==> src/rtl/swd_pkg.sv <==
package swd_pkg;

	localparam int MAX_WINDOW_DEF  = 64;
	localparam int SAMPLE_BITS_DEF = 16;
	localparam int FIFO_DEPTH      = 4;

	localparam int CORR_W     = 32;
	localparam int NS_W       = 34;
	localparam int SUM_W      = 41;
	localparam int V_W        = SUM_W + 1;
	localparam int MA_W       = 44;
	localparam int LH_W       = MA_W / 2;
	localparam int MB_W       = 17;
	localparam int PROD_W     = MA_W + MB_W;
	localparam int DW         = NS_W + 2;
	localparam int VAL_W      = 16;
	localparam int CFG_IDX_W  = 3;
	localparam int CFG_DATA_W = 17;

	typedef enum logic [CFG_IDX_W-1:0] {
		CFG_MODE, CFG_WINDOW_SIZE, CFG_MEAN_RECIP, CFG_GAIN,
		CFG_ADC_MIN, CFG_ADC_MAX, CFG_OUT_OFFSET, CFG_OUT_SCALE
	} cfg_idx_t;

	localparam logic [1:0] MODE_MAX   = 2'd0;
	localparam logic [1:0] MODE_NMEAN = 2'd1;
	localparam logic [1:0] MODE_MEAN  = 2'd2;

	typedef struct packed {
		logic [1:0]         mode;
		logic [6:0]         window_size;
		logic [16:0]        mean_recip;
		logic [15:0]        gain;
		logic signed [15:0] adc_min;
		logic signed [15:0] adc_max;
		logic signed [15:0] out_offset;
		logic [15:0]        out_scale;
	} cfg_t;

	typedef enum logic [1:0] {RK_BEST, RK_MEAN, RK_NMEAN} kind_t;

	typedef struct packed {
		logic                    pend_v;
		logic signed [NS_W-1:0]  pend_sum;
		logic [1:0]              pend_cnt;
		logic                    win_v;
		kind_t                   win_kind;
		logic signed [SUM_W-1:0] win_val;
		logic [1:0]              win_cnt;
		logic                    last;
	} job_t;

	typedef enum logic [2:0] {
		BS_IDLE, BS_LOAD, BS_DIV, BS_MUL_LO, BS_MUL_HI, BS_POST, BS_OUT
	} bstate_t;

	typedef enum logic [1:0] {MP_MEAN, MP_GAIN, MP_SCALE} mphase_t;

endpackage

==> src/rtl/swd_fifo.sv <==
module swd_fifo #(
	parameter int DEPTH = swd_pkg::FIFO_DEPTH
) (
	input  logic          clk,
	input  logic          arst_n,
	input  logic          push,
	input  swd_pkg::job_t wr_data,
	output logic          full,
	input  logic          pop,
	output swd_pkg::job_t rd_data,
	output logic          not_empty
);
	import swd_pkg::*;

	localparam int PTR_W = (DEPTH > 1) ? $clog2(DEPTH) : 1;
	localparam int CNT_W = $clog2(DEPTH + 1);

	job_t             mem [DEPTH];
	logic [PTR_W-1:0] wr_q, rd_q;
	logic [CNT_W-1:0] cnt_q;

	assign full      = (cnt_q == CNT_W'(DEPTH));
	assign not_empty = (cnt_q != '0);
	assign rd_data   = mem[rd_q];

	always_ff @(posedge clk or negedge arst_n) begin
		if (!arst_n) begin
			wr_q  <= '0;
			rd_q  <= '0;
			cnt_q <= '0;
		end else begin
			if (push) begin
				wr_q <= (wr_q == PTR_W'(DEPTH - 1)) ? '0 : wr_q + 1'b1;
			end
			if (pop) begin
				rd_q <= (rd_q == PTR_W'(DEPTH - 1)) ? '0 : rd_q + 1'b1;
			end
			if (push && !pop) begin
				cnt_q <= cnt_q + 1'b1;
			end else if (pop && !push) begin
				cnt_q <= cnt_q - 1'b1;
			end
		end
	end

	always_ff @(posedge clk) begin
		if (push) begin
			mem[wr_q] <= wr_data;
		end
	end
endmodule

==> config.mk <==
export PLATFORM = sky130hd
export DESIGN_NAME = swd_fifo
export DESIGN_NICKNAME = d
export VERILOG_FILES = /design/src/rtl/swd_pkg.sv /design/src/rtl/swd_fifo.sv
export SDC_FILE = /design/constraint.sdc
export NUM_CORES = 1
export LEC_CHECK = 0
export ABC_AREA = 1
export BUFFER_PORTS_ARGS = -buffer_cell sky130_fd_sc_hd__buf_2
export CAP_MARGIN = 30
export CORE_MARGIN = 2
export CORE_UTILIZATION = 40
export DETAILED_ROUTE_END_ITERATION = 10
export GPL_ROUTABILITY_DRIVEN = 0
export PLACE_DENSITY = 0.55
export SLEW_MARGIN = 25
export SYNTH_ARGS = -nofsm -noshare
export SYNTH_HDL_FRONTEND = slang
export SYNTH_SLANG_ARGS = --single-unit
==> constraint.sdc <==
create_clock -name clk -period 5.1 [get_ports clk]
set_clock_uncertainty 0.15 [all_clocks]
set_input_delay 1.02 -clock clk [delete_from_list [all_inputs] [get_ports clk]]
set_output_delay 1.02 -clock clk [all_outputs]
set_load 0.02 [all_outputs]
# Word level (Yosys, flattened, before mapping)
# Memory sizes are Yosys's and may differ from the RTL's.
# Index checks and enable logic that the tools add are counted.
classes:
  add_sub_neg: 4
  multipliers: 0
  div: 0
  n_lt_le_gt_ge: 0
  eq_ne: 3
  shifts: 0
  n_mux: 6
  bitwise: 0
  reduce_logical: 6
op_table:
  columns: ["operator", "n"]
  rows:
  - ["3-bit two-way mux", 2]
  - ["2-bit by 1-bit adder with 2-bit output, second input constant", 2]
  - ["2-bit == test, second input constant", 2]
  - ["2-bit two-way mux", 2]
  - ["3-bit by 1-bit adder with 3-bit output, second input constant", 1]
  - ["3-bit == test, second input constant", 1]
  - ["3-bit nonzero test", 1]
  - ["3-bit by 1-bit subtractor with 3-bit output, second input constant", 1]
  - ["1-bit logical AND", 2]
  - ["1-bit zero test", 2]
  - ["1-bit two-way mux", 2]
  - ["2-bit nonzero test", 1]
word_totals:
  regBits: 7
  latch_bits: 0
  ram_bits: 336
  romBits: 0
  inputBits: 88
  out_inout_bits: 86
  word_cells: 23
  mem_count: 1
mem_list:
  columns: ["memory", "depth", "word_bits", "read_ports", "rd_clocked_by_memory_dff", "wr", "line", "rtl"]
  rows:
  - ["mem", 4, 84, 1, 0, 1, "swd_fifo.sv:18", "job_t mem [DEPTH];"]

# Depth between registers and ports, before layout
# Gate-level depths: netlist (run 1).
depth:
  word_depth: 4
  mapped_depth: 9
  mapped_depth_nobuf: 9

# Worst setup path after synthesis (run 1)
# No wires, ideal clock.
synth_path:
  kind: "input port to flip-flop"
  startpoint: "input port push"
  endpoint: "memory mem[3][0] (netlist name), enable pin"
  setup_ns: 0.438
  arrival_time_ns: 2.689
  required_ns: 4.512
  path_slack_ns: 1.824
  stages: 2
  n_path_buf: 0
  path_cell_list: "nand2_1 > inv_1"
synth_via:
  elab_chain_len: 2
synth_lines:
  columns: ["item", "line", "rtl"]
  rows:
  - ["start: declaration", "swd_fifo.sv:6", "input logic push,"]
  - ["1-bit two-way mux", "swd_fifo.sv:47", "if (push) begin"]
  - ["1-bit two-way mux (implied by the code)", "swd_fifo.sv:48", "mem[wr_q] <= wr_data;"]
  - ["end: declaration", "swd_fifo.sv:18", null]
# No other way between the ends.

==> results.ini, run 1 <==
[timing]
report.final.hold_viol_count=0
max_freq_mhz=266.5
drv_slew=0
relSlewSlack_pct=37.32
min_period_ns=3.752
rsz0062_at_grt=false
tightestPinTransition_ns=0.9401
fin_crit_sh_pct=73.56
fin_setup_tns_ns=0
finalSetupViolCount=0

[floorplanning]
num_rows=67
start_util_pct=40.64
dieArea_um2=35650
die_w_um=188.8
die_y_um=188.8
core_area_um2=33620
pin_count=174

[final_layout]
fillCellCount=2963
multi_input_comb_area_um2=2419
syn2layout_area_growth_pct=18.24
regArea_um2=10270
fin_cells=1678
layout_common_cells=336 x edfxtp_1, 268 x nand2_1, 175 x inv_1, 173 x buf_2, 168 x o211ai_1
final_common_cell=edfxtp_1
final_layout_size_suffix_gt1_share_pct=19.95
nets=1299

[pwr]
clockPowerShare_pct=27.6
p_comb_share_pct=32.0
leakage_nw=6.522
sw_frac_of_total_pct=35.00
p_per_area_nw_per_um2=574.9
p_int_mw=6.036
seq_power_share_pct=40.3
switchingPower_mw=3.251
ir_drop_uv=261.9

[synth]
muxShareOfSynthArea_pct=0
synth_fa_ha_area_share_pct=0.6960
ys_seq_area_share_pct=75.14
synth_compound_area_share_pct=9.378
synth_top_family_by_area=compound AO/OA/AOI/OAI gates
postSynthAreaPerCell_um2=13.23
synth_area_um2=13660
synth_cells=1033
synth_xor_area_share_pct=0.06411
synthSimpleGateAreaFrac_pct=7.565
synth_cell_types=19
synth_warnings=0
syn_nets=1128
synth-seq-cells=343

[route]
vias=7873
first_pass_iters=6
dr.max_layer_used=met5
drc_errors=0
wire_per_inst_um=15.87
antenna_left=0
routed_via_density=4.692
wl_met1_mm=11.35
wl_met2_mm=13.23
dr.first_iter.drc_count=352
met3_length_mm=1.407
finalWirelength_mm=26.64

[worst_setup_path]
crit_chain=clkinv_2 > buf_12 > o211ai_1 > nand2_1 > buf_2
crit_arrival_ns=2.58
crit_type=reg2out
critPathMaxFanout=49
startpoint_type=flip-flop
critPathRequiredTime_ns=3.93
critical-path-top-delay-family=buffers and inverters
endpoint_kind=output pin
max_stage_delay_ns=0.60
path_buf_inv=3
slowest_stage=clkinv_2

[clock_network]
post_cts_buffers=0
post_cts_resized=0
clkSinkCount=343
htreeDepth=2
clock-root-buffer=clkbuf_16
insertion_delay_ns=0.51
clkTransAtPathRegs_ns=0.05
ctsHoldBuffers=0
cts_max_path_buffers=3
cts_tree=done
cts_made_buffers=38

[place]
port_buffers=173
dp_hpwl_mm=15.26
dp_cells=1612

[global_routing]
grt_remaining_overflow=0
grtUsageTotal_pct=15.18
grt_pass1_vias=7765
grt_pass1_wl_mm=41.81
antenna_found_initial=5
grt_start_max_net_pins=175

[status]
status=complete, no violations

[min_path]
hp-class=in2async

[job]
drv_cap=0

final timing paths:
kind	from	endpoint	slack [ns]	cells past startpoint
max	rd_q[1]	rd_data[56]	1.35	5
min	arst_n	cnt_q[2]	0.20	1
max reg2reg	wr_q[0]	mem[2][21]	2.81	5
min reg2reg	cnt_q[2]	cnt_q[2]	0.33	2
max in group asynchronous	arst_n	rd_q[1]	4.41	1
min in group clk	cnt_q[2]	cnt_q[2]	0.33	2
per-layer routing:
metal	vias up	GRT usage, %
met4	4	4.958
li1	3955	-
met5	-	0
met2	151	26.51
met1	3708	18.42
met3	55	3.800
cell usage after synthesis (all sizes together):
| cell type | number | area, um2 |
|---|---|---|
| ha | 6 | 75.07 |
| fa | 1 | 20.02 |
| nor2 | 3 | 11.26 |
| o211ai | 168 | 1261 |
| o21ai | 4 | 20.01 |
| dfrtp | 7 | 175.2 |
| nand4 | 1 | 6.260 |
| buf | 50 | 280.3 |
| nand2 | 268 | 1006 |
| edfxtp | 336 | 10090 |
| nor3 | 1 | 5.000 |
| nand3 | 1 | 5.000 |
| xnor2 | 1 | 8.760 |
| clkbuf | 5 | 18.77 |
| inv | 181 | 679.4 |
cells by family after synthesis:
logic type,after synthesis
and+or+nand+nor,274
DFF,343
xor gates and xnor gates,1
buffers and inverters,236
adders and majority gates,7
AOI/OAI and AO/OA,172
final cells by class:
cell class | instances | area share (%)
diodes | 2 | 0.03098
well taps | 448 | 3.470
multi-input cells | 454 | 14.97
flip-flops and latches | 343 | 63.57
clock buffers | 44 | 6.421
clock inverters | 20 | 0.8985
repair buffers | 186 | 6.320
inverters | 181 | 4.322
through the flow:
stage	hold slack (ns)	util [%]	setup WS [ns]	area, um2	power, mW
final	0.1964	48.06	1.348	16150	9.287
after global routing	0.1787	48.05	1.148	16150	9.870
after CTS	0.1790	48.04	1.245	16150	9.463
after detailed placement	0.3129	44.52	1.794	14970	6.874
after global placement	0.3112	44.44	1.820	14940	6.839
after floorplan	0.2917	-	1.824	13660	5.875
registers in the layout (all words and copies together), names as in the netlist:
signal,flops
cnt_q,3
mem,336
rd_q,2
wr_q,2
power groups by stage:
stage | combinational (mW) | clock, mW | sequential [mW]
floorplan | 2.09 | 0 | 3.79
global placement | 3.04 | 0 | 3.80
detailed placement | 3.07 | 0 | 3.81
CTS | 3.08 | 2.64 | 3.75
global route | 3.32 | 2.76 | 3.79
finish | 2.97 | 2.57 | 3.74
Note: power is estimated with default switching activity, not from simulation.
==> run 2: changes to the inputs <==
Clock period 5.1 ns to 3.7 ns, I/O delays scaled along.
==> run 2 against run 1 <==
Compared with the run above: clock power is 50% higher; utilization grew 0.71 points; register-to-register slack worse by 1.3 ns; via count is 0.99% higher; sequential power is 38% higher; wire length is 0.82% higher; non-clock buffer count up 8; critical path depth increased by 1; sequential share of layout area shrank 0.93 points; combinational power rose by 41%; final area grew 1.5%; power is 42% higher; highest routed layer unchanged.
==> results.ini, run 2 (synthesized netlist as in run 1, its figures left out) <==
[status]
status=complete, no violations  ; unchanged

[timing]
max_freq_mhz=311.0
fin_crit_sh_pct=86.91
finalSetupViolCount=0  ; unchanged
rsz0062_at_grt=false  ; unchanged
report.final.hold_viol_count=0  ; unchanged
tightestPinTransition_ns=0.7228  ; was 0.9401 ns
relSlewSlack_pct=51.81  ; was 37.32%
min_period_ns=3.216
fin_setup_tns_ns=0  ; unchanged
drv_slew=0  ; unchanged

[floorplanning]
die_w_um=188.8  ; unchanged
start_util_pct=40.64  ; unchanged
dieArea_um2=35650  ; unchanged
die_y_um=188.8  ; unchanged
core_area_um2=33620  ; unchanged
pin_count=174  ; unchanged
num_rows=67  ; unchanged

[worst_setup_path]
crit_type=reg2out  ; unchanged
r2r_end=mem[0][10]  ; was mem[2][21]
r2r_slack_ns=1.56  ; was 2.81 ns
critPathRequiredTime_ns=2.81  ; was 3.93 ns
critPathMaxFanout=127  ; was 49
endpoint_kind=output pin  ; unchanged
startpoint_type=flip-flop  ; unchanged
reg2reg_depth=5  ; unchanged
crit_arrival_ns=2.33  ; was 2.58 ns
r2r-start=wr_q[0]  ; unchanged

[clock_network]
cts_tree=done  ; unchanged
cts_made_buffers=38  ; unchanged
cts_max_path_buffers=3  ; unchanged
htreeDepth=2  ; unchanged
insertion_delay_ns=0.51  ; about the same
post_cts_buffers=0  ; unchanged
clkSinkCount=343  ; unchanged
clock-root-buffer=clkbuf_16  ; unchanged
post_cts_resized=0  ; unchanged
clkTransAtPathRegs_ns=0.06  ; was 0.05 ns

[place]
port_buffers=173  ; unchanged
dp_cells=1619  ; was 1612
dp_hpwl_mm=15.56  ; was 15.26 mm
placed_area_um2=15060  ; was 14970 um2

[global_routing]
grt_remaining_overflow=0  ; unchanged
antenna_found_initial=4  ; was 5
grtUsageTotal_pct=15.44  ; was 15.18%
grt_start_max_net_pins=128  ; was 175
grt_pass1_vias=7832  ; was 7765
grt_pass1_wl_mm=42.69  ; was 41.81 mm

[min_path]
whs_endpoint=mem[0][6]
min_from=wr_data[6]
hp-class=in2reg  ; was in2async
whs_path_depth=1

[final_layout]
largest_register_ffs=336  ; unchanged
final_common_cell=edfxtp_1  ; unchanged
fin_cells=1692  ; was 1678
layout_common_cells=336 x edfxtp_1, 268 x nand2_1, 175 x inv_1, 173 x buf_2, 168 x o211ai_1  ; unchanged
nets=1307  ; was 1299
syn2layout_area_growth_pct=19.99  ; was 18.24%
reg_top3=mem x336, cnt_q x3  ; unchanged
design_area_um2=16390  ; was 16150 um2
final_layout_size_suffix_gt1_share_pct=20.93  ; was 19.95%
regMostFlops=mem  ; unchanged

[pwr]
clockPowerShare_pct=29.2  ; was 27.6%
sw_frac_of_total_pct=34.37  ; was 35.00%
ir_drop_uv=595.0  ; was 261.9 uV
leakage_nw=6.638  ; was 6.522 nW
p_comb_share_pct=31.7  ; was 32.0%
seq_power_share_pct=39.1  ; was 40.3%
p_int_mw=8.673  ; was 6.036 mW
switchingPower_mw=4.543  ; was 3.251 mW
p_per_area_nw_per_um2=806.2  ; was 574.9 nW/um2

[route]
antenna_left=0  ; unchanged
routed_via_density=4.699  ; was 4.692
dr.first_iter.drc_count=388  ; was 352
drc_errors=0  ; unchanged
finalWirelength_mm=26.85  ; was 26.64 mm
first_pass_iters=4  ; was 6
vias=7951  ; was 7873
wire_per_inst_um=15.87  ; about the same

[job]
drv_cap=0  ; unchanged

==> run 2: cell types whose count changed in the layout (fill, tap and decap cells not counted), sizes merged <==
cell | before | now
dlygate4sd3 | 0 | 1
bufinv | 2 | 5
buf | 186 | 193
clkinv | 18 | 15
clkbuf | 44 | 50
==> run 2: worst max-delay path by stage <==
stage | slack, ns | start | endpoint
finish | 0.48 | rd_q[0] | rd_data[38]
global route | 0.27 | rd_q[0] | rd_data[37]
CTS | 0.44 | rd_q[0] | rd_data[38]
detailed placement | 0.99 | rd_q[0] | rd_data[38]
global placement | 1.04 | rd_q[0] | rd_data[4]
floorplan | 0.70 | push | mem[3][0]
==> run 2: metal layers <==
metal / share of wire [%] / vias to the layer above / track usage, %
met5: 0.041 / - / 0
met4: 1.9 / 2 / 4.447
met3: 4.8 / 45 / 3.371
met2: 49 / 161 / 26.94
met1: 44 / 3772 / 19.34
li1: - / 3971 / -
==> run 2: final cells by class <==
class,count,area (um2)
clock buffers,50,1090
multi-input cells,454,2419
repair buffers,194,1126
well taps,448,560.5
fillers,2943,17220
diodes,2,5.005
clock inverters,20,226.5
flip-flops and latches,343,10270
inverters,181,698.2
==> run 2: repair_timing <==
item                       CTS  global route
hold endpoints to repair     7             0
hold buffers                 1             0
setup endpoints to repair    0             0
==> run 2: critical path: stages (launching register included) <==
cell      delay [ns]
dfrtp_1         0.45
inv_8           0.52
buf_4           0.38
nand2_1         0.08
o211ai_1        0.09
nand2_1         0.08
buf_2           0.16
==> run 2: metrics by stage <==
step | total power [mW] | util, % | hold slack (ns) | setup slack (ns)
after floorplan | 8.098 | - | 0.2917 | 0.7037
after global placement | 9.496 | 44.81 | 0.3068 | 1.038
after detailed placement | 9.549 | 44.81 | 0.3169 | 0.9939
after CTS | 13.44 | 48.75 | 0.2650 | 0.4398
after global routing | 14.01 | 48.77 | 0.2749 | 0.2681
final | 13.22 | 48.77 | 0.2933 | 0.4843
==> run 2: power groups by stage <==
stage	logic (mW)	clock network [mW]	registers, mW
after CTS	4.30	3.96	5.18
final	4.19	3.86	5.17
after detailed placement	4.29	0	5.26
after global routing	4.66	4.12	5.23
after global placement	4.25	0	5.25
after floorplan	2.88	0	5.22
