--- config.mk ---
export PLATFORM = sky130hd
export DESIGN_NAME = swd_front_flat
export DESIGN_NICKNAME = d
export VERILOG_FILES = /design/src/rtl/swd_pkg.sv /design/src/rtl/swd_if.sv /design/src/rtl/swd_front.sv /design/src/flat_wrapper.sv
export SDC_FILE = /design/constraint.sdc
export NUM_CORES = 2
export LEC_CHECK = 0
export ABC_CLOCK_PERIOD_IN_PS = 18480
export BUFFER_PORTS_ARGS = -buffer_cell sky130_fd_sc_hd__buf_2
export CORE_MARGIN = 2
export CORE_UTILIZATION = 50
export CTS_CLUSTER_DIAMETER = 30
export CTS_CLUSTER_SIZE = 25
export DETAILED_ROUTE_END_ITERATION = 8
export GPL_ROUTABILITY_DRIVEN = 0
export PLACE_DENSITY = 0.68
export SLEW_MARGIN = 0
export SYNTH_ARGS = -nofsm -noshare
export SYNTH_HDL_FRONTEND = slang
export SYNTH_SLANG_ARGS = --single-unit
--- constraint.sdc ---
create_clock -name clk -period 18.48 [get_ports clk]
set_input_delay 0.924 -clock clk [delete_from_list [all_inputs] [get_ports clk]]
set_output_delay 0.924 -clock clk [all_outputs]
set_load 0.005 [all_outputs]
--- src/rtl/swd_pkg.sv ---
package swd_pkg;

	localparam int MAX_WINDOW_DEF  = 64;
	localparam int SAMPLE_BITS_DEF = 16;
	localparam int FIFO_DEPTH      = 4;

	localparam int CORR_W     = 32;
	localparam int NS_W       = 34;
	localparam int SUM_W      = 41;
	localparam int V_W        = SUM_W + 1;
	localparam int MA_W       = 44;
	localparam int LH_W       = MA_W / 2;
	localparam int MB_W       = 17;
	localparam int PROD_W     = MA_W + MB_W;
	localparam int DW         = NS_W + 2;
	localparam int VAL_W      = 16;
	localparam int CFG_IDX_W  = 3;
	localparam int CFG_DATA_W = 17;

	typedef enum logic [CFG_IDX_W-1:0] {
		CFG_MODE, CFG_WINDOW_SIZE, CFG_MEAN_RECIP, CFG_GAIN,
		CFG_ADC_MIN, CFG_ADC_MAX, CFG_OUT_OFFSET, CFG_OUT_SCALE
	} cfg_idx_t;

	localparam logic [1:0] MODE_MAX   = 2'd0;
	localparam logic [1:0] MODE_NMEAN = 2'd1;
	localparam logic [1:0] MODE_MEAN  = 2'd2;

	typedef struct packed {
		logic [1:0]         mode;
		logic [6:0]         window_size;
		logic [16:0]        mean_recip;
		logic [15:0]        gain;
		logic signed [15:0] adc_min;
		logic signed [15:0] adc_max;
		logic signed [15:0] out_offset;
		logic [15:0]        out_scale;
	} cfg_t;

	typedef enum logic [1:0] {RK_BEST, RK_MEAN, RK_NMEAN} kind_t;

	typedef struct packed {
		logic                    pend_v;
		logic signed [NS_W-1:0]  pend_sum;
		logic [1:0]              pend_cnt;
		logic                    win_v;
		kind_t                   win_kind;
		logic signed [SUM_W-1:0] win_val;
		logic [1:0]              win_cnt;
		logic                    last;
	} job_t;

	typedef enum logic [2:0] {
		BS_IDLE, BS_LOAD, BS_DIV, BS_MUL_LO, BS_MUL_HI, BS_POST, BS_OUT
	} bstate_t;

	typedef enum logic [1:0] {MP_MEAN, MP_GAIN, MP_SCALE} mphase_t;

endpackage

--- src/rtl/swd_if.sv ---
interface swd_in_if #(parameter int SAMPLE_BITS = swd_pkg::SAMPLE_BITS_DEF);
	logic                          valid;
	logic                          ready;
	logic signed [SAMPLE_BITS-1:0] sample;
	logic [15:0]                   lifetime_factor;
	logic                          last;
	modport source(output valid, sample, lifetime_factor, last, input ready);
	modport sink(input valid, sample, lifetime_factor, last, output ready);
endinterface


--- src/rtl/swd_front.sv ---
module swd_front #(
	parameter int MAX_WINDOW  = swd_pkg::MAX_WINDOW_DEF,
	parameter int SAMPLE_BITS = swd_pkg::SAMPLE_BITS_DEF
) (
	input  logic          clk,
	input  logic          arst_n,
	input  swd_pkg::cfg_t cfg,
	swd_in_if.sink        in_ch,
	output swd_pkg::job_t job,
	output logic          job_push,
	input  logic          job_full
);
	import swd_pkg::*;

	localparam int PW   = ($clog2(MAX_WINDOW + 1) > 7) ? $clog2(MAX_WINDOW + 1) : 7;
	localparam int PR_W = SAMPLE_BITS + 17;

	logic                          v_s1, last_s1;
	logic signed [SAMPLE_BITS-1:0] smp_s1;
	logic [15:0]                   fac_s1;
	logic                          v_s2, last_s2;
	logic signed [CORR_W-1:0]      c_s2;

	logic                     fire2, adv1, accept;
	logic signed [PR_W-1:0]   prod;
	logic signed [63:0]       p64;
	logic signed [CORR_W-1:0] c_sat;

	logic [PW-1:0]             pos_q, pos_d, pos_n, w_eff, ws_ext;
	logic signed [CORR_W-1:0]  best_q, best_d, prev_q;
	logic signed [SUM_W-1:0]   wsum_q, wsum_d;
	logic signed [NS_W-1:0]    nsum_q, nsum_d, psum_q, psum_d, c_ns;
	logic [1:0]                ncnt_q, ncnt_d, pcnt_q, pcnt_d;
	logic                      aw_q, aw_d, hp_q, pv_q, pv_d, close;

	assign fire2       = v_s2 && !job_full;
	assign adv1        = !v_s2 || fire2;
	assign in_ch.ready = !v_s1 || adv1;
	assign accept      = in_ch.valid && in_ch.ready;

	assign prod  = $signed(smp_s1) * $signed({1'b0, fac_s1});
	assign p64   = 64'(prod);
	assign c_sat = (p64 > 64'sd2147483647) ? 32'sh7fffffff :
	               (p64 < -64'sd2147483648) ? 32'sh80000000 : CORR_W'(p64);

	always_ff @(posedge clk or negedge arst_n) begin
		if (!arst_n) begin
			v_s1 <= 1'b0;
			v_s2 <= 1'b0;
		end else begin
			if (in_ch.ready) begin
				v_s1 <= in_ch.valid;
			end
			if (adv1) begin
				v_s2 <= v_s1;
			end
		end
	end

	always_ff @(posedge clk) begin
		if (accept) begin
			smp_s1  <= in_ch.sample;
			fac_s1  <= in_ch.lifetime_factor;
			last_s1 <= in_ch.last;
		end
		if (adv1 && v_s1) begin
			c_s2    <= c_sat;
			last_s2 <= last_s1;
		end
	end

	// window bookkeeping
	always_comb begin
		c_ns   = NS_W'(c_s2);
		ws_ext = PW'(cfg.window_size);
		if (ws_ext == '0) begin
			w_eff = PW'(1);
		end else if (ws_ext > PW'(MAX_WINDOW)) begin
			w_eff = PW'(MAX_WINDOW);
		end else begin
			w_eff = ws_ext;
		end

		best_d = best_q;
		wsum_d = wsum_q;
		nsum_d = nsum_q;
		ncnt_d = ncnt_q;
		aw_d   = aw_q;
		if (pos_q == '0) begin
			best_d = c_s2;
			wsum_d = SUM_W'(c_s2);
			nsum_d = c_ns + (hp_q ? NS_W'(prev_q) : '0);
			ncnt_d = hp_q ? 2'd2 : 2'd1;
			aw_d   = 1'b1;
		end else begin
			wsum_d = wsum_q + SUM_W'(c_s2);
			if (aw_q) begin
				nsum_d = nsum_q + c_ns;
				ncnt_d = ncnt_q + 2'd1;
				aw_d   = 1'b0;
			end
			if (c_s2 > best_q) begin
				best_d = c_s2;
				nsum_d = c_ns + NS_W'(prev_q);
				ncnt_d = 2'd2;
				aw_d   = 1'b1;
			end
		end
		pos_n = pos_q + 1'b1;
		close = (pos_n >= w_eff);
		pos_d = close ? '0 : pos_n;

		job.pend_v   = pv_q;
		job.pend_sum = psum_q + c_ns;
		job.pend_cnt = pcnt_q + 2'd1;
		job.win_v    = 1'b0;
		job.win_kind = RK_BEST;
		job.win_val  = SUM_W'(best_d);
		job.win_cnt  = ncnt_d;
		job.last     = last_s2;
		pv_d   = 1'b0;
		psum_d = psum_q;
		pcnt_d = pcnt_q;
		if (close) begin
			case (cfg.mode)
				MODE_NMEAN: begin
					if (aw_d && !last_s2) begin
						pv_d   = 1'b1;
						psum_d = nsum_d;
						pcnt_d = ncnt_d;
					end else begin
						job.win_v    = 1'b1;
						job.win_kind = RK_NMEAN;
						job.win_val  = SUM_W'(nsum_d);
					end
					aw_d = 1'b0;
				end
				MODE_MEAN: begin
					job.win_v    = 1'b1;
					job.win_kind = RK_MEAN;
					job.win_val  = wsum_d;
				end
				default: begin
					job.win_v = 1'b1;
				end
			endcase
		end
		job_push = fire2 && (pv_q || job.win_v);
	end

	always_ff @(posedge clk or negedge arst_n) begin
		if (!arst_n) begin
			pos_q  <= '0;
			best_q <= '0;
			wsum_q <= '0;
			nsum_q <= '0;
			ncnt_q <= '0;
			aw_q   <= 1'b0;
			prev_q <= '0;
			hp_q   <= 1'b0;
			pv_q   <= 1'b0;
			psum_q <= '0;
			pcnt_q <= '0;
		end else if (fire2) begin
			if (last_s2) begin
				pos_q  <= '0;
				best_q <= '0;
				wsum_q <= '0;
				nsum_q <= '0;
				ncnt_q <= '0;
				aw_q   <= 1'b0;
				prev_q <= '0;
				hp_q   <= 1'b0;
				pv_q   <= 1'b0;
				psum_q <= '0;
				pcnt_q <= '0;
			end else begin
				pos_q  <= pos_d;
				best_q <= best_d;
				wsum_q <= wsum_d;
				nsum_q <= nsum_d;
				ncnt_q <= ncnt_d;
				aw_q   <= aw_d;
				prev_q <= c_s2;
				hp_q   <= 1'b1;
				pv_q   <= pv_d;
				psum_q <= psum_d;
				pcnt_q <= pcnt_d;
			end
		end
	end
endmodule

--- src/flat_wrapper.sv ---
// flat-port wrapper written by rule: the top's interface ports become plain ports
module swd_front_flat import swd_pkg::*;
#(
	parameter int MAX_WINDOW  = swd_pkg::MAX_WINDOW_DEF,
	parameter int SAMPLE_BITS = swd_pkg::SAMPLE_BITS_DEF
)
  (clk, arst_n, cfg, job, job_push, job_full, in_ch_valid, in_ch_sample, in_ch_lifetime_factor, in_ch_last, in_ch_ready);
  swd_in_if #(.SAMPLE_BITS(SAMPLE_BITS)) in_ch_i ();
  input  logic clk;
  input  logic arst_n;
  input  swd_pkg::cfg_t cfg;
  output swd_pkg::job_t job;
  output logic job_push;
  input  logic job_full;
  input wire logic [$bits(in_ch_i.valid)-1:0] in_ch_valid;
  input wire logic [$bits(in_ch_i.sample)-1:0] in_ch_sample;
  input wire logic [$bits(in_ch_i.lifetime_factor)-1:0] in_ch_lifetime_factor;
  input wire logic [$bits(in_ch_i.last)-1:0] in_ch_last;
  output wire logic [$bits(in_ch_i.ready)-1:0] in_ch_ready;
  assign in_ch_i.valid = in_ch_valid;
  assign in_ch_i.sample = in_ch_sample;
  assign in_ch_i.lifetime_factor = in_ch_lifetime_factor;
  assign in_ch_i.last = in_ch_last;
  assign in_ch_ready = in_ch_i.ready;
  swd_front #(.MAX_WINDOW(MAX_WINDOW), .SAMPLE_BITS(SAMPLE_BITS)) u_core (.clk(clk), .arst_n(arst_n), .cfg(cfg), .in_ch(in_ch_i), .job(job), .job_push(job_push), .job_full(job_full));
endmodule
Word level (Yosys, flattened, before mapping)
Cells that the tools add are included. Widths: inputs -> output; s select.

Bits in registers: 255. Input port bits: 143. Output and inout bits: 86.

Add/subtract/negate cells: 8. Multiply operators: 1. Magnitude comparators: 5. Equal/unequal tests: 2. Mux-type cells: 43. Reductions and logical operators: 18.

Operators by type and width (count): $mux 34 (9); $mux 32 (5); $mux 44 (2); $pmux 43 s2 (1); $mux 41 (2); $add 34x32->34 (2); $add 41x32->41 (1); $add 34x34->34 (1); $add 32x32->33 (1); $gt 33x32->1 const B (1); $lt 33x32->1 const B (1); $mul 16x17->33 (1); $gt 32x32->1 (1); $mux 7 (4); $mux 2 (9); $logic_not 7->1 (2); $mux 1 (11); $add 7x1->7 const B (1); $ge 7x7->1 (1); $gt 7x7->1 const B (1); $reduce_bool 2->1 (3); $logic_and 1x1->1 (5); $add 2x1->2 const B (2); $logic_not 1->1 (4); other kinds (4) (6).

Depth between registers and ports, before layout
Word-level depth: 9. Mapped depth: 26. Depth with buffers taken out: 23.

Least setup slack after synthesis
No wires, ideal clock.

Path type: reg-to-reg. Start point: reg u_core.smp_s1[1]. End point: reg u_core.c_s2[18] (data pin). Setup time: 0.261 ns. Arrival: 6.171 ns. Required time: 18.219 ns. Setup slack: 12.048 ns. Stages on the path, launching flop included: 22. Buffers on the path: 2. Cells stage by stage: edfxtp_1 clkbuf_1 nand2_1 fa_1 fa_1 fa_1 fa_1 inv_1 fa_1 inv_1 fa_1 inv_1 ha_1 nand4_1 nor2_1 a21oi_2 o311a_4 o41ai_4 a21o_1 nand3_1 buf_2 maj3_2.

Cells in the longest elaborated chain, start to end: 3. Elaborated cells between the ends (all ways): 4.

RTL lines: start: declaration (line swd_front.sv:19) `logic signed [SAMPLE_BITS-1:0] smp_s1;`; start signal: assignment (line swd_front.sv:62) `smp_s1 <= in_ch.sample;`; $mul 16x17->33 (*) (line swd_front.sv:41) `assign prod = $signed(smp_s1) * $signed({1'b0, fac_s1});`; $lt 33x32->1 (line swd_front.sv:44) `(p64 < -64'sd2147483648) ? 32'sh80000000 : CORR_W'(p64);`; $mux 32 (line swd_front.sv:44); end signal: assignment (line swd_front.sv:67) `c_s2 <= c_sat;`; end: declaration (line swd_front.sv:22) `logic signed [CORR_W-1:0] c_s2;`.

Every way passes the cells marked *; elsewhere a longest branch is shown, timed or not. A chain may end at the register's enable or synchronous reset.

Final worst setup path
Start point: reg u_core.smp_s1[7]. End point: reg u_core.c_s2[6] (data pin).

Same word-level chain as after synthesis.

==> results.sh <==
export IMPL_final_area_sq_um=34660
export IMPL_fmax_ghz=0.1272
export IMPL_rows=90
export IMPL_grt_pass1_wl_um=142100
export IMPL_cp_arrival_ns=8.17
export IMPL_synth_seq_cells=255
export IMPL_ys_top_cells_by_area="dfrtp_1, ha_1, fa_1"
export IMPL_fp_dieH_um=251.6
export IMPL_hold_viol=0
export IMPL_startpoint_type="register"
export IMPL_min_path_type="primary input to async pin"
export IMPL_cp_buffers_inverters=3
export IMPL_design_power_total_w=0.007961
export IMPL_drt_wl_total_um=88150
export IMPL_avgRoutedWirePerCell_um=19.39
export IMPL_synthArstFlopShare_pct=74.12
export IMPL_syn_num_nets=4300
export IMPL_outcome="finished clean"
export IMPL_grtUsageTotal_pct=28.10
export IMPL_final_util_pct=57.31
export IMPL_seq_area_frac_synth_pct=21.90
export IMPL_cts_max_level=3
export IMPL_synth_top_area_share_pct=15.43
export IMPL_irDropWorstVdd_mv=0.1820
export IMPL_ys_flop_type="dfrtp_1"
export IMPL_final_cell_mix="nand2_1, ha_1, inv_1"
export IMPL_r2r_cells=21
export IMPL_crit_type="register to register"
export IMPL_r2r_slack_ns=10.62
export IMPL_critPathTopFamily="adder cells"
export IMPL_cts_setup_buffers=0
export IMPL_via_per_inst=5.895
export IMPL_slowest_stage="nand2_1"
export IMPL_fin_setup_tns_ns=0
export IMPL_yosysWarnings=0
export IMPL_syn_instance_count=3622
export IMPL_period_share_pct=42.55
export IMPL_path_cells="nand2_1, fa_1, fa_1, inv_1, fa_1, fa_1, fa_1, inv_1, fa_1, inv_1, ha_1, nand4_1, nor2_1, nand2_1, o221a_2, o311a_4, o41ai_4, a21o_1, nand3_1, nand2_1, o21ai_1"
export IMPL_synth_cell_types=95
export IMPL_powerDensity_nw_per_um2=229.7
export IMPL_nNetsFinal=4383
export IMPL_grt_pass1_vias=26620
export IMPL_grt_setup_unrepaired="false"
export IMPL_drt_iter0_drc=2062
export IMPL_clock_latency_ns=0.63
export IMPL_maxSlewViolCount=0
export IMPL_hpwl_um=67580
export IMPL_io_pins=229
export IMPL_numCtsBuffers=73
export IMPL_layout_min_cycle_time_ns=7.863
export IMPL_io_buffers=131
export IMPL_vias=26800
export IMPL_postRouteAntennaNets=0
export IMPL_dieArea_sq_um=63290
export IMPL_core_area_sq_um=60470
export IMPL_syn_to_final_growth_pct=13.08
export IMPL_leakage_nw=16.43
export IMPL_cts_path_max_buffers=3
export IMPL_cp_common_cell="fa_1"
export IMPL_postCtsHoldBufs=0
export IMPL_reg2reg_from="u_core.smp_s1[7]$_DFFE_PP_"
export IMPL_postPlaceCellArea_sq_um=31980
export IMPL_path_clk_slew_ns=0.05
export IMPL_skew_ns=0.04108
export IMPL_syn_avg_cell_area_sq_um=8.462
export IMPL_root_buffer="clkbuf_16"
export IMPL_setup_worst_path_end_class="register"
export IMPL_grt_overflow=0
export IMPL_insertedDiodeCount=0
export IMPL_synth_edff_count=66
export IMPL_slowest_delay_ns=0.84
export IMPL_syn_cell_area_sq_um=30650
export IMPL_cts_tree="done"
export IMPL_antenna_found_initial=1
export IMPL_grt_max_degree=128
export IMPL_required_ns=18.78
export IMPL_setup_violations_final=0
export IMPL_crit_path_max_fanout=25
export IMPL_tightest_slew_ns=1.204
export IMPL_max_slew_margin_pct=19.46
export IMPL_drc=0
export IMPL_clock_sinks=255
export IMPL_nFillCells=5503
export IMPL_die_w_um=251.6
export IMPL_post_cts_resized=0
export IMPL_r2r_end="u_core.c_s2[6]$_SDFFCE_PN1P_"
export IMPL_drive_above_1_share_pct=9.272
export IMPL_firstDrtPassIters=6
export IMPL_layout_commonest_cell="nand2_1"
export IMPL_start_util_pct=50.68
export IMPL_holdWs_ns=0.3547
export IMPL_crit_cells=21
export IMPL_drv_cap=0
export IMPL_synth_top_area_cell="dfrtp_1"
synthesized netlist by cell type, types with 58 or more instances:
master and count:
nand2_1 475, and2_1 156, xnor2_1 111, o21ai_0 263
nor2_1 175, nand3_1 58, ha_1 336, dfrtp_1 189
a21oi_1 266, inv_1 330, edfxtp_1 66, fa_1 199
xor2_1 66, a21o_1 80, a22o_1 65, clkbuf_1 123
cells by family (layout without fill, tap and decap cells):
| logic type | Yosys count | in the layout | synth area share [%] |
|---|---|---|---|
| DFF | 255 | 255 | 21.90 |
| muxes | 43 | 43 | 1.429 |
| and+or+nand+nor | 1077 | 1077 | 16.45 |
| buffers and inverters | 489 | 631 | 6.111 |
| adders and majority gates | 541 | 541 | 26.94 |
| xor gates and xnor gates | 177 | 177 | 5.058 |
| AOI/OAI and AO/OA | 1040 | 1040 | 22.12 |
worst max path at each step:
stage / from / end
finish: u_core.smp_s1[7]$_DFFE_PP_ / u_core.c_s2[6]$_SDFFCE_PN1P_
global route: u_core.smp_s1[7]$_DFFE_PP_ / u_core.c_s2[7]$_SDFFCE_PN1P_
CTS: u_core.smp_s1[7]$_DFFE_PP_ / u_core.c_s2[6]$_SDFFCE_PN1P_
detailed placement: u_core.fac_s1[7]$_DFFE_PP_ / u_core.c_s2[6]$_SDFFCE_PN1P_
global placement: u_core.fac_s1[7]$_DFFE_PP_ / u_core.c_s2[7]$_SDFFCE_PN1P_
floorplan: u_core.smp_s1[1]$_DFFE_PP_ / u_core.c_s2[18]$_SDFFCE_PN1P_
routing by layer:
metal | vias to the layer above | part of all wire, % | global-route usage, %
met5 | - | 0.0091 | 0
met4 | 2 | 4.8 | 12.94
li1 | 12900 | - | -
met1 | 12780 | 43 | 36.07
met2 | 900 | 46 | 46.72
met3 | 212 | 6.4 | 4.343
sequential cells by signal, indices dropped and copies added (netlist names), 2 cells and up:
register       cells
u_core.best_q     32
u_core.c_s2       32
u_core.fac_s1     16
u_core.ncnt_q      2
u_core.nsum_q     34
u_core.pcnt_q      2
u_core.pos_q       7
u_core.prev_q     32
u_core.psum_q     34
u_core.smp_s1     16
u_core.wsum_q     41
per-stage QoR:
stage / cells / setup WS (ns)
6_report: 4546 / 10.62
5_1_grt: 4546 / 10.19
4_1_cts: 4546 / 10.64
3_5_place_dp: 4412 / 10.67
3_3_place_gp: 4412 / 10.74
2_1_floorplan: 3622 / 12.05
area by class of cell:
| type | instances | area (sq um) | share of cell area, % |
|---|---|---|---|
| clock inverters | 45 | 706.9 | 2.040 |
| multi-input cells | 2878 | 22110 | 63.81 |
| flip-flops and latches | 255 | 6713 | 19.37 |
| inverters | 332 | 1246 | 3.596 |
| clock buffers | 89 | 1967 | 5.675 |
| repair buffers | 165 | 932.1 | 2.690 |
| well taps | 782 | 978.4 | 2.823 |
report_power, final:
part,switching [W],internal [W],total (W)
Clock,0.000409,0.000954,0.00136
Sequential,0.000244,0.000822,0.00107
Combinational,0.00326,0.00227,0.00553
Total,0.00391,0.00405,0.00796
(Power assumes the default switching activity.)
