[config.mk]
export PLATFORM = sky130hd
export DESIGN_NAME = swd_back_flat
export DESIGN_NICKNAME = d
export VERILOG_FILES = /design/src/rtl/swd_pkg.sv /design/src/rtl/swd_if.sv /design/src/rtl/swd_back.sv /design/src/flat_wrapper.sv
export SDC_FILE = /design/constraint.sdc
export NUM_CORES = 2
export LEC_CHECK = 0
export ABC_AREA = 0
export ABC_CLOCK_PERIOD_IN_PS = 12400
export BUFFER_PORTS_ARGS = -buffer_cell sky130_fd_sc_hd__clkbuf_2
export CAP_MARGIN = 0
export CELL_PAD_IN_SITES_DETAIL_PLACEMENT = 0
export CELL_PAD_IN_SITES_GLOBAL_PLACEMENT = 2
export CORE_MARGIN = 5
export CORE_UTILIZATION = 41
export CTS_CLUSTER_DIAMETER = 200
export DETAILED_ROUTE_END_ITERATION = 8
export GPL_TIMING_DRIVEN = 0
export MAX_ROUTING_LAYER = met4
export PLACE_DENSITY = 0.9
export SLEW_MARGIN = 20
export SYNTH_ARGS = -nofsm -noshare
export SYNTH_HDL_FRONTEND = slang
export SYNTH_SLANG_ARGS = --single-unit
[constraint.sdc]
create_clock -name clk -period 12.4 [get_ports clk]
set_input_delay 1.86 -clock clk [delete_from_list [all_inputs] [get_ports clk]]
set_output_delay 1.86 -clock clk [all_outputs]
set_load 0.03 [all_outputs]
[src/rtl/swd_pkg.sv]
package swd_pkg;

	localparam int MAX_WINDOW_DEF  = 64;
	localparam int SAMPLE_BITS_DEF = 16;
	localparam int FIFO_DEPTH      = 4;

	localparam int CORR_W     = 32;
	localparam int NS_W       = 34;
	localparam int SUM_W      = 41;
	localparam int V_W        = SUM_W + 1;
	localparam int MA_W       = 44;
	localparam int LH_W       = MA_W / 2;
	localparam int MB_W       = 17;
	localparam int PROD_W     = MA_W + MB_W;
	localparam int DW         = NS_W + 2;
	localparam int VAL_W      = 16;
	localparam int CFG_IDX_W  = 3;
	localparam int CFG_DATA_W = 17;

	typedef enum logic [CFG_IDX_W-1:0] {
		CFG_MODE, CFG_WINDOW_SIZE, CFG_MEAN_RECIP, CFG_GAIN,
		CFG_ADC_MIN, CFG_ADC_MAX, CFG_OUT_OFFSET, CFG_OUT_SCALE
	} cfg_idx_t;

	localparam logic [1:0] MODE_MAX   = 2'd0;
	localparam logic [1:0] MODE_NMEAN = 2'd1;
	localparam logic [1:0] MODE_MEAN  = 2'd2;

	typedef struct packed {
		logic [1:0]         mode;
		logic [6:0]         window_size;
		logic [16:0]        mean_recip;
		logic [15:0]        gain;
		logic signed [15:0] adc_min;
		logic signed [15:0] adc_max;
		logic signed [15:0] out_offset;
		logic [15:0]        out_scale;
	} cfg_t;

	typedef enum logic [1:0] {RK_BEST, RK_MEAN, RK_NMEAN} kind_t;

	typedef struct packed {
		logic                    pend_v;
		logic signed [NS_W-1:0]  pend_sum;
		logic [1:0]              pend_cnt;
		logic                    win_v;
		kind_t                   win_kind;
		logic signed [SUM_W-1:0] win_val;
		logic [1:0]              win_cnt;
		logic                    last;
	} job_t;

	typedef enum logic [2:0] {
		BS_IDLE, BS_LOAD, BS_DIV, BS_MUL_LO, BS_MUL_HI, BS_POST, BS_OUT
	} bstate_t;

	typedef enum logic [1:0] {MP_MEAN, MP_GAIN, MP_SCALE} mphase_t;

endpackage

[src/rtl/swd_if.sv]


interface swd_out_if;
	logic               valid;
	logic               ready;
	logic signed [15:0] value;
	logic               last_res;
	modport source(output valid, value, last_res, input ready);
	modport sink(input valid, value, last_res, output ready);
endinterface

[src/rtl/swd_back.sv]
module swd_back (
	input  logic          clk,
	input  logic          arst_n,
	input  swd_pkg::cfg_t cfg,
	input  swd_pkg::job_t job,
	input  logic          job_valid,
	output logic          job_pop,
	swd_out_if.source     out_ch
);
	import swd_pkg::*;

	bstate_t                  state_q, state_d;
	mphase_t                  ph_q, ph_d;
	logic                     second_q, second_d;
	logic signed [MA_W-1:0]   a_q, a_d;
	logic [MB_W-1:0]          b_q, b_d;
	logic signed [PROD_W-1:0] prod_q, prod_d;
	logic [DW-1:0]            u_q, u_d, q_q, q_d;
	logic                     neg_q, neg_d;
	logic [3:0]               cnt_q, cnt_d;
	logic signed [VAL_W-1:0]  val_q, val_d;
	logic                     lr_q, lr_d;

	assign out_ch.valid    = (state_q == BS_OUT);
	assign out_ch.value    = val_q;
	assign out_ch.last_res = lr_q;

	always_ff @(posedge clk or negedge arst_n) begin
		if (!arst_n) begin
			state_q <= BS_IDLE;
		end else begin
			state_q <= state_d;
		end
	end

	always_ff @(posedge clk) begin
		ph_q     <= ph_d;
		second_q <= second_d;
		a_q      <= a_d;
		b_q      <= b_d;
		prod_q   <= prod_d;
		u_q      <= u_d;
		q_q      <= q_d;
		neg_q    <= neg_d;
		cnt_q    <= cnt_d;
		val_q    <= val_d;
		lr_q     <= lr_d;
	end

	always_comb begin
		kind_t                          kind;
		logic signed [SUM_W-1:0]        sval;
		logic [1:0]                     scnt;
		logic signed [V_W-1:0]          t;
		logic [DW-1:0]                  qt;
		logic [34:0]                    qh;
		logic [36:0]                    rp;
		logic [LH_W+MB_W-1:0]           lo;
		logic signed [MA_W-LH_W+MB_W:0] hi;
		logic signed [PROD_W-1:0]       lim_lo, lim_hi, pc, rr;
		logic signed [24:0]             res;

		state_d  = state_q;
		ph_d     = ph_q;
		second_d = second_q;
		a_d      = a_q;
		b_d      = b_q;
		prod_d   = prod_q;
		u_d      = u_q;
		q_d      = q_q;
		neg_d    = neg_q;
		cnt_d    = cnt_q;
		val_d    = val_q;
		lr_d     = lr_q;
		job_pop  = 1'b0;

		if (second_q) begin
			kind = job.win_kind;
			sval = job.win_val;
			scnt = job.win_cnt;
		end else begin
			kind = RK_NMEAN;
			sval = SUM_W'(job.pend_sum);
			scnt = job.pend_cnt;
		end
		t      = V_W'(sval) + V_W'(1);
		qt     = q_q;
		qh     = '0;
		rp     = '0;
		lo     = a_q[LH_W-1:0] * b_q;
		hi     = $signed(a_q[MA_W-1:LH_W]) * $signed({1'b0, b_q});
		lim_lo = PROD_W'(cfg.adc_min) <<< 26;
		lim_hi = PROD_W'(cfg.adc_max) <<< 26;
		pc     = prod_q;
		rr     = (prod_q + (PROD_W'(1) <<< 37)) >>> 38;
		res    = 25'(rr) + 25'(cfg.out_offset);

		case (state_q)
			BS_IDLE: begin
				if (job_valid) begin
					second_d = !job.pend_v;
					state_d  = BS_LOAD;
				end
			end
			BS_LOAD: begin
				b_d     = {1'b0, cfg.gain};
				ph_d    = MP_GAIN;
				a_d     = MA_W'(sval);
				state_d = BS_MUL_LO;
				case (kind)
					RK_MEAN: begin
						b_d  = cfg.mean_recip;
						ph_d = MP_MEAN;
					end
					RK_NMEAN: begin
						if (scnt == 2'd3) begin
							neg_d   = t[V_W-1];
							u_d     = t[V_W-1] ? DW'(V_W'(2) - t) : DW'(t);
							q_d     = '0;
							cnt_d   = '0;
							state_d = BS_DIV;
						end else if (scnt == 2'd2) begin
							a_d = MA_W'(t >>> 1);
						end
					end
					default: begin
					end
				endcase
			end
			BS_DIV: begin
				// divide by three: split at bit 18, then a reciprocal multiply
				if (cnt_q == '0) begin
					qh    = u_q[DW-1:18] * 17'd87381;
					q_d   = DW'(qh);
					u_d   = DW'(u_q[DW-1:18]) + DW'(u_q[17:0]);
					cnt_d = 4'd1;
				end else begin
					rp      = u_q[18:0] * 18'd174763;
					qt      = q_q + DW'(rp[36:19]);
					a_d     = neg_q ? -MA_W'({1'b0, qt}) : MA_W'({1'b0, qt});
					b_d     = {1'b0, cfg.gain};
					ph_d    = MP_GAIN;
					state_d = BS_MUL_LO;
				end
			end
			BS_MUL_LO: begin
				prod_d  = PROD_W'({1'b0, lo});
				state_d = BS_MUL_HI;
			end
			BS_MUL_HI: begin
				prod_d  = prod_q + (PROD_W'(hi) <<< LH_W);
				state_d = BS_POST;
			end
			BS_POST: begin
				case (ph_q)
					MP_MEAN: begin
						a_d     = MA_W'((prod_q + PROD_W'(32768)) >>> 16);
						b_d     = {1'b0, cfg.gain};
						ph_d    = MP_GAIN;
						state_d = BS_MUL_LO;
					end
					MP_GAIN: begin
						if (prod_q < lim_lo) begin
							pc = lim_lo;
						end else if (prod_q > lim_hi) begin
							pc = lim_hi;
						end
						a_d     = MA_W'(pc - lim_lo);
						b_d     = {1'b0, cfg.out_scale};
						ph_d    = MP_SCALE;
						state_d = BS_MUL_LO;
					end
					default: begin
						if (res > 25'sd32767) begin
							val_d = 16'sh7fff;
						end else if (res < -25'sd32768) begin
							val_d = 16'sh8000;
						end else begin
							val_d = VAL_W'(res);
						end
						lr_d    = job.last && (second_q || !job.win_v);
						state_d = BS_OUT;
					end
				endcase
			end
			BS_OUT: begin
				if (out_ch.ready) begin
					if (!second_q && job.win_v) begin
						second_d = 1'b1;
						state_d  = BS_LOAD;
					end else begin
						job_pop = 1'b1;
						state_d = BS_IDLE;
					end
				end
			end
			default: begin
				state_d = BS_IDLE;
			end
		endcase
	end
endmodule

[src/flat_wrapper.sv]
// flat-port wrapper written by rule: the top's interface ports become plain ports
module swd_back_flat import swd_pkg::*;
  (clk, arst_n, cfg, job, job_valid, job_pop, out_ch_valid, out_ch_value, out_ch_last_res, out_ch_ready);
  swd_out_if out_ch_i ();
  input  logic clk;
  input  logic arst_n;
  input  swd_pkg::cfg_t cfg;
  input  swd_pkg::job_t job;
  input  logic job_valid;
  output logic job_pop;
  output wire logic [$bits(out_ch_i.valid)-1:0] out_ch_valid;
  output wire logic [$bits(out_ch_i.value)-1:0] out_ch_value;
  output wire logic [$bits(out_ch_i.last_res)-1:0] out_ch_last_res;
  input wire logic [$bits(out_ch_i.ready)-1:0] out_ch_ready;
  assign out_ch_valid = out_ch_i.valid;
  assign out_ch_value = out_ch_i.value;
  assign out_ch_last_res = out_ch_i.last_res;
  assign out_ch_i.ready = out_ch_ready;
  swd_back u_core (.clk(clk), .arst_n(arst_n), .cfg(cfg), .job(job), .job_valid(job_valid), .job_pop(job_pop), .out_ch(out_ch_i));
endmodule
# Yosys cells after proc, flatten, opt, wreduce, memory -nomap -nowiden
# Cells that the tools add are included.
[classes] div=0 addsub=10 n_eq_ne=19 bitwise_logic=1 multipliers=4 reduce_logical=20 shifts=0 n_lt_le_gt_ge=4 n_mux=52
[op_table] operator="44-bit two-way mux" count=9
[op_table] operator="36-bit two-way mux" count=7
[op_table] operator="36-bit case mux with 2 select lines" count=2
[op_table] operator="44-bit case mux with 3 select lines" count=1
[op_table] operator="61-bit case mux with 2 select lines" count=1
[op_table] operator="44-bit case mux with 2 select lines" count=1
[op_table] operator="61-bit by 39-bit adder with 61-bit output (second input constant)" count=1
[op_table] operator="61-bit adder" count=1
[op_table] operator="61-bit by 42-bit > comparator with 1-bit output" count=1
[op_table] operator="61-bit by 42-bit < comparator with 1-bit output" count=1
[op_table] operator="60-bit by 17-bit adder with 60-bit output (second input constant)" count=1
[op_table] operator="17-bit case mux with 3 select lines" count=1
[op_table] operator="36-bit negator with 44-bit output" count=1
[op_table] operator="44-bit by 42-bit subtractor with 44-bit output" count=1
[op_table] operator="41-bit by 2-bit adder with 42-bit output (second input constant)" count=1
[op_table] operator="41-bit two-way mux" count=1
[op_table] operator="22-bit by 17-bit multiplier with 39-bit output" count=1
[op_table] operator="22-bit by 18-bit multiplier with 39-bit output" count=1
[op_table] operator="19-bit by 18-bit multiplier with 37-bit output (second input constant)" count=1
[op_table] operator="36-bit by 18-bit adder with 36-bit output" count=1
[op_table] operator="3-bit by 36-bit subtractor with 36-bit output (first input constant)" count=1
[op_table] operator="18-bit by 17-bit multiplier with 35-bit output (second input constant)" count=1
[op_table] operator="17-bit two-way mux" count=2
[op_table] operator="17-bit case mux with 2 select lines" count=1
[op_table] operator="other kinds (35)" count=70
[word_totals] mem_count=0 inputBits=194 out_inout_bits=19 ram_bits=0 romBits=0 word_cells=122 regBits=222 latchBits=0

# Depth between registers and ports, before layout
[depth] word_depth=8 ltp_mapped=38 mapped_depth_nobuf=37

# Worst setup path before layout
# No wires, ideal clock.
[synth_path] kind="register to register" start="register u_core.u_q[1]" end="register u_core.a_q[35], data pin" setup_ns=0.259 t_arrival_ns=9.084 path_buffers=0 path_stages_with_launch=36 path_slack_ns=3.057 period_less_slack_ns=9.343 cell_sequence="edfxtp_1 ha_1 xor2_1 ha_1 inv_1 fa_1 inv_1 fa_1 fa_1 inv_1 fa_1 inv_1 ha_1 nand3_1 or3_1 a31oi_1 o211ai_1 a211oi_1 o21a_1 and3_1 or3_1 a31o_2 xor2_1 ha_1 a21oi_1 o21ai_1 o31ai_1 a211oi_4 o21a_1 or3_1 a211o_1 or3b_4 or3_4 nor4b_4 mux2i_1 a211o_1"
[synth_via] elab_chain_cells=6
[synth_rtl] element="from (decl)" line_no="swd_back.sv:18" rtl="logic [DW-1:0] u_q, u_d, q_q, q_d;"
[synth_rtl] element="from (signal assigned)" line_no="swd_back.sv:42" rtl="u_q <= u_d;"
[synth_rtl] element="19-bit by 18-bit multiplier with 37-bit output *" line_no="swd_back.sv:138" rtl="rp = u_q[18:0] * 18'd174763;"
[synth_rtl] element="36-bit by 18-bit adder with 36-bit output *" line_no="swd_back.sv:139" rtl="qt = q_q + DW'(rp[36:19]);"
[synth_rtl] element="36-bit negator with 44-bit output" line_no="swd_back.sv:140" rtl="a_d = neg_q ? -MA_W'({1'b0, qt}) : MA_W'({1'b0, qt});"
[synth_rtl] element="44-bit two-way mux *" line_no="swd_back.sv:140"
[synth_rtl] element="44-bit two-way mux *" line_no="swd_back.sv:132" rtl="if (cnt_q == '0) begin"
[synth_rtl] element="44-bit case mux with 3 select lines *" line_no="swd_back.sv:98" rtl="case (state_q)"
[synth_rtl] element="via u_core.a_d[35]" line_no="swd_back.sv:15" rtl="logic signed [MA_W-1:0] a_q, a_d;"
[synth_rtl] element="to (signal assigned)" line_no="swd_back.sv:39" rtl="a_q <= a_d;"
[synth_rtl] element="to (decl)" line_no="swd_back.sv:15"
# Mark *: on every way through the listed nets, which the timed path passes. The rest lies on a longest branch. The select of a mux whose other input is x is not followed.
# A chain may end at the register's enable or synchronous reset.

# Worst setup path in the final report
[layout_path] start="register u_core.u_q[1]" end="register u_core.a_q[27], data pin"
# The elaborated chain is that of the path after synthesis.

==> flow_summary.json <==
{
  "finClkSkew_ps": 23.28,
  "tightest_slew_ps": 1227,
  "synthTopCellsByCount": "1271 x inv_1, 879 x fa_1, 775 x nand2_1, 710 x ha_1, 298 x nor2_1",
  "port_buffers": 203,
  "cts_resized": 0,
  "timing.rr.end": "u_core.a_q[27]",
  "die-height_um": 385.0,
  "cts_tree": "done",
  "grt_pass1_wl_mm": 295.5,
  "syn-num-nets": 8326,
  "cap_violations": 0,
  "synth.cell_area_um2": 57650,
  "startpoint_type": "flip-flop",
  "slowest_stage": "edfxtp_1",
  "clock_tree.buffer_depth": 3,
  "overflow": 0,
  "ys_types": 99,
  "clk-insertion-delay-late_ps": 610,
  "die_x_um": 385.0,
  "drc": 0,
  "hold_class": "reg -> reg",
  "hp-start": "u_core.prod_q[13]",
  "synth_top_area_cell": "fa_1",
  "grt_max_degree": 28,
  "ys_warn_count": 0,
  "synth.most_common_cell": "inv_1",
  "cts_htree_levels": 2,
  "cts_hold_buffers": 0,
  "drv_slew": 0,
  "clock-sinks": 218,
  "period_share_pct": 93.74,
  "clock.fmax_ghz": 0.08603,
  "critPathMaxFanout": 10,
  "synth-edff-count": 215,
  "post_cts_buffers": 0,
  "cp.required_ps": 12700,
  "vias": 46760,
  "arrival_ps": 11930,
  "first_global_vias": 48010,
  "hold_violations": 0,
  "wl_per_cell_um": 22.21,
  "clkTransAtPathRegs_ps": 60,
  "n_fill_cell": 13850,
  "dp_hpwl_mm": 164.7,
  "rrSetupSlack_ps": 780,
  "min_path_cells": 2,
  "synthTopCellsByArea": "fa_1 31%, ha_1 15%, edfxtp_1 11%, inv_1 8.3%, nand2_1 5.0%",
  "cts_root_buf": "clkbuf_16",
  "ys_async_sr_fraction_pct": 1.376,
  "synth_top_area_share_pct": 30.52,
  "ys_ff_latch": 218,
  "outcome": "finished, final reports clean",
  "r2r_cells": 35,
  "max_stage_delay_ps": 630,
  "wl_mm": 193.2,
  "yosysSeqAreaShare_pct": 11.33,
  "relSlewSlack_pct": 17.48,
  "setup_viol": 0,
  "setup-tns-final_ps": 0,
  "rows": 137,
  "worstReg2RegStart": "u_core.u_q[1]",
  "synth_flop_cell": "edfxtp_1",
  "antenna_found_initial": 11,
  "rsz0062_at_grt": "false",
  "core_area_um2": 139700,
  "fin_nets": 8578,
  "vias_per_cell": 5.375,
  "synthCells": 6543,
  "hold_end": "u_core.a_q[13]",
  "initial_core_util_pct": 41.27,
  "seq_area_um2": 6531,
  "area_growth_pct": 8.499,
  "num_io_pins": 213,
  "gp_congestion": 0.9508,
  "layout-drive-gt1-share_pct": 5.337,
  "endpoint_kind": "flip-flop",
  "synth.avg_cell_area_um2": 8.811,
  "fin_crit_ps": 11620,
  "cts_buffers": 35,
  "criticalPathCategory": "reg -> reg",
  "multi_input_area_um2": 45490,
  "grt_use_total_pct": 27.04,
  "dr.pass1.iters": 7,
  "ant_nets": 0,
  "die_area_um2": 148200,
  "drt_iter0_drc": 3586
}
worst max path at each step:
stage                        from        endpoint  slack [ps]  cells after the start
floorplan           u_core.u_q[1]  u_core.a_q[35]        3060                     35
global placement    u_core.u_q[1]  u_core.a_q[27]         720                     36
detailed placement  u_core.u_q[7]  u_core.a_q[27]         750                     34
CTS                 u_core.u_q[7]  u_core.a_q[27]         670                     34
global route        u_core.u_q[7]  u_core.a_q[27]         180                     34
finish              u_core.u_q[1]  u_core.a_q[27]         780                     35
worst max-delay path: cells and delay by family (launching register included):
kind / cells / cell delay, ps
and+or+nand+nor: 6 / 1710
DFF: 1 / 630
adders and majority gates: 8 / 3310
buffers and inverters: 4 / 260
xor gates and xnor gates: 3 / 940
AOI/OAI and AO/OA: 14 / 4450
placed cells by master (no fill, tap or decap), types with 29 or more instances in the layout:
cell	instances
o211ai_1	49
nand4_1	37
nand3_1	97
clkbuf_1	209
nor2b_1	39
nand2_1	775
and2_1	282
and3_1	45
o221ai_1	29
ha_1	710
o21a_1	29
a22oi_1	42
a21o_1	131
mux2i_1	40
nor3_1	66
fa_1	879
clkbuf_16	35
clkbuf_2	204
o21ai_0	201
xor2_1	158
nor2_1	296
nand2b_1	46
edfxtp_1	215
a21oi_1	258
xnor2_1	223
inv_1	1271
metrics by stage:
stage / instances / instance area, um^2 / worst slack [ps] / hold WS [ps] / utilization [%]
final: 8700 / 62550 / 776.3 / 689.7 / 44.77
after global routing: 8697 / 62540 / 178.3 / 713.5 / 44.77
after CTS: 8696 / 62520 / 666.0 / 677.4 / 44.75
after detailed placement: 8634 / 61330 / 754.7 / 677.9 / 43.90
after global placement: 8622 / 61010 / 715.8 / 684.1 / 43.67
after floorplan: 6543 / 57650 / 3057 / 533.0 / -
flip-flops by register name, indices dropped and copies added, names as in the netlist, 2 cells and up:
name / count
u_core.prod_q: 61
u_core.a_q: 44
u_core.u_q: 36
u_core.q_q: 35
u_core.b_q: 17
u_core.out_ch.value: 16
u_core.state_q: 3
u_core.ph_q: 2
routing by layer:
layer / vias to the layer above / wire length [um] / track usage, %
li1: 21630 / - / -
met4: 0 / 6725 / 7.585
met5: - / 0 / -
met3: 242 / 13900 / 3.956
met2: 1636 / 85290 / 41.34
met1: 23250 / 87260 / 37.63
cells by family after synthesis:
family	after synthesis	share of synthesized area [%]
mux	42	0.7336
buf+inv	1505	9.919
fa+ha+maj	1589	45.93
xor+xnor	381	5.788
flops	218	11.33
simple gates	1833	15.23
compound gates	975	11.06
final cells by class:
cell class	instances	share of cell area, %
multi-input cells	4820	72.74
plain buffers	234	1.520
well taps	1876	3.753
clock inverters	23	0.4681
diodes	4	0.01600
inverters	1271	7.627
flip-flops and latches	218	10.44
clock buffers	39	1.440
repair buffers	215	1.998
Power is left out: the tool's default activity adds up to more than one toggle a clock period on the data nets, which glitch-free logic cannot reach.
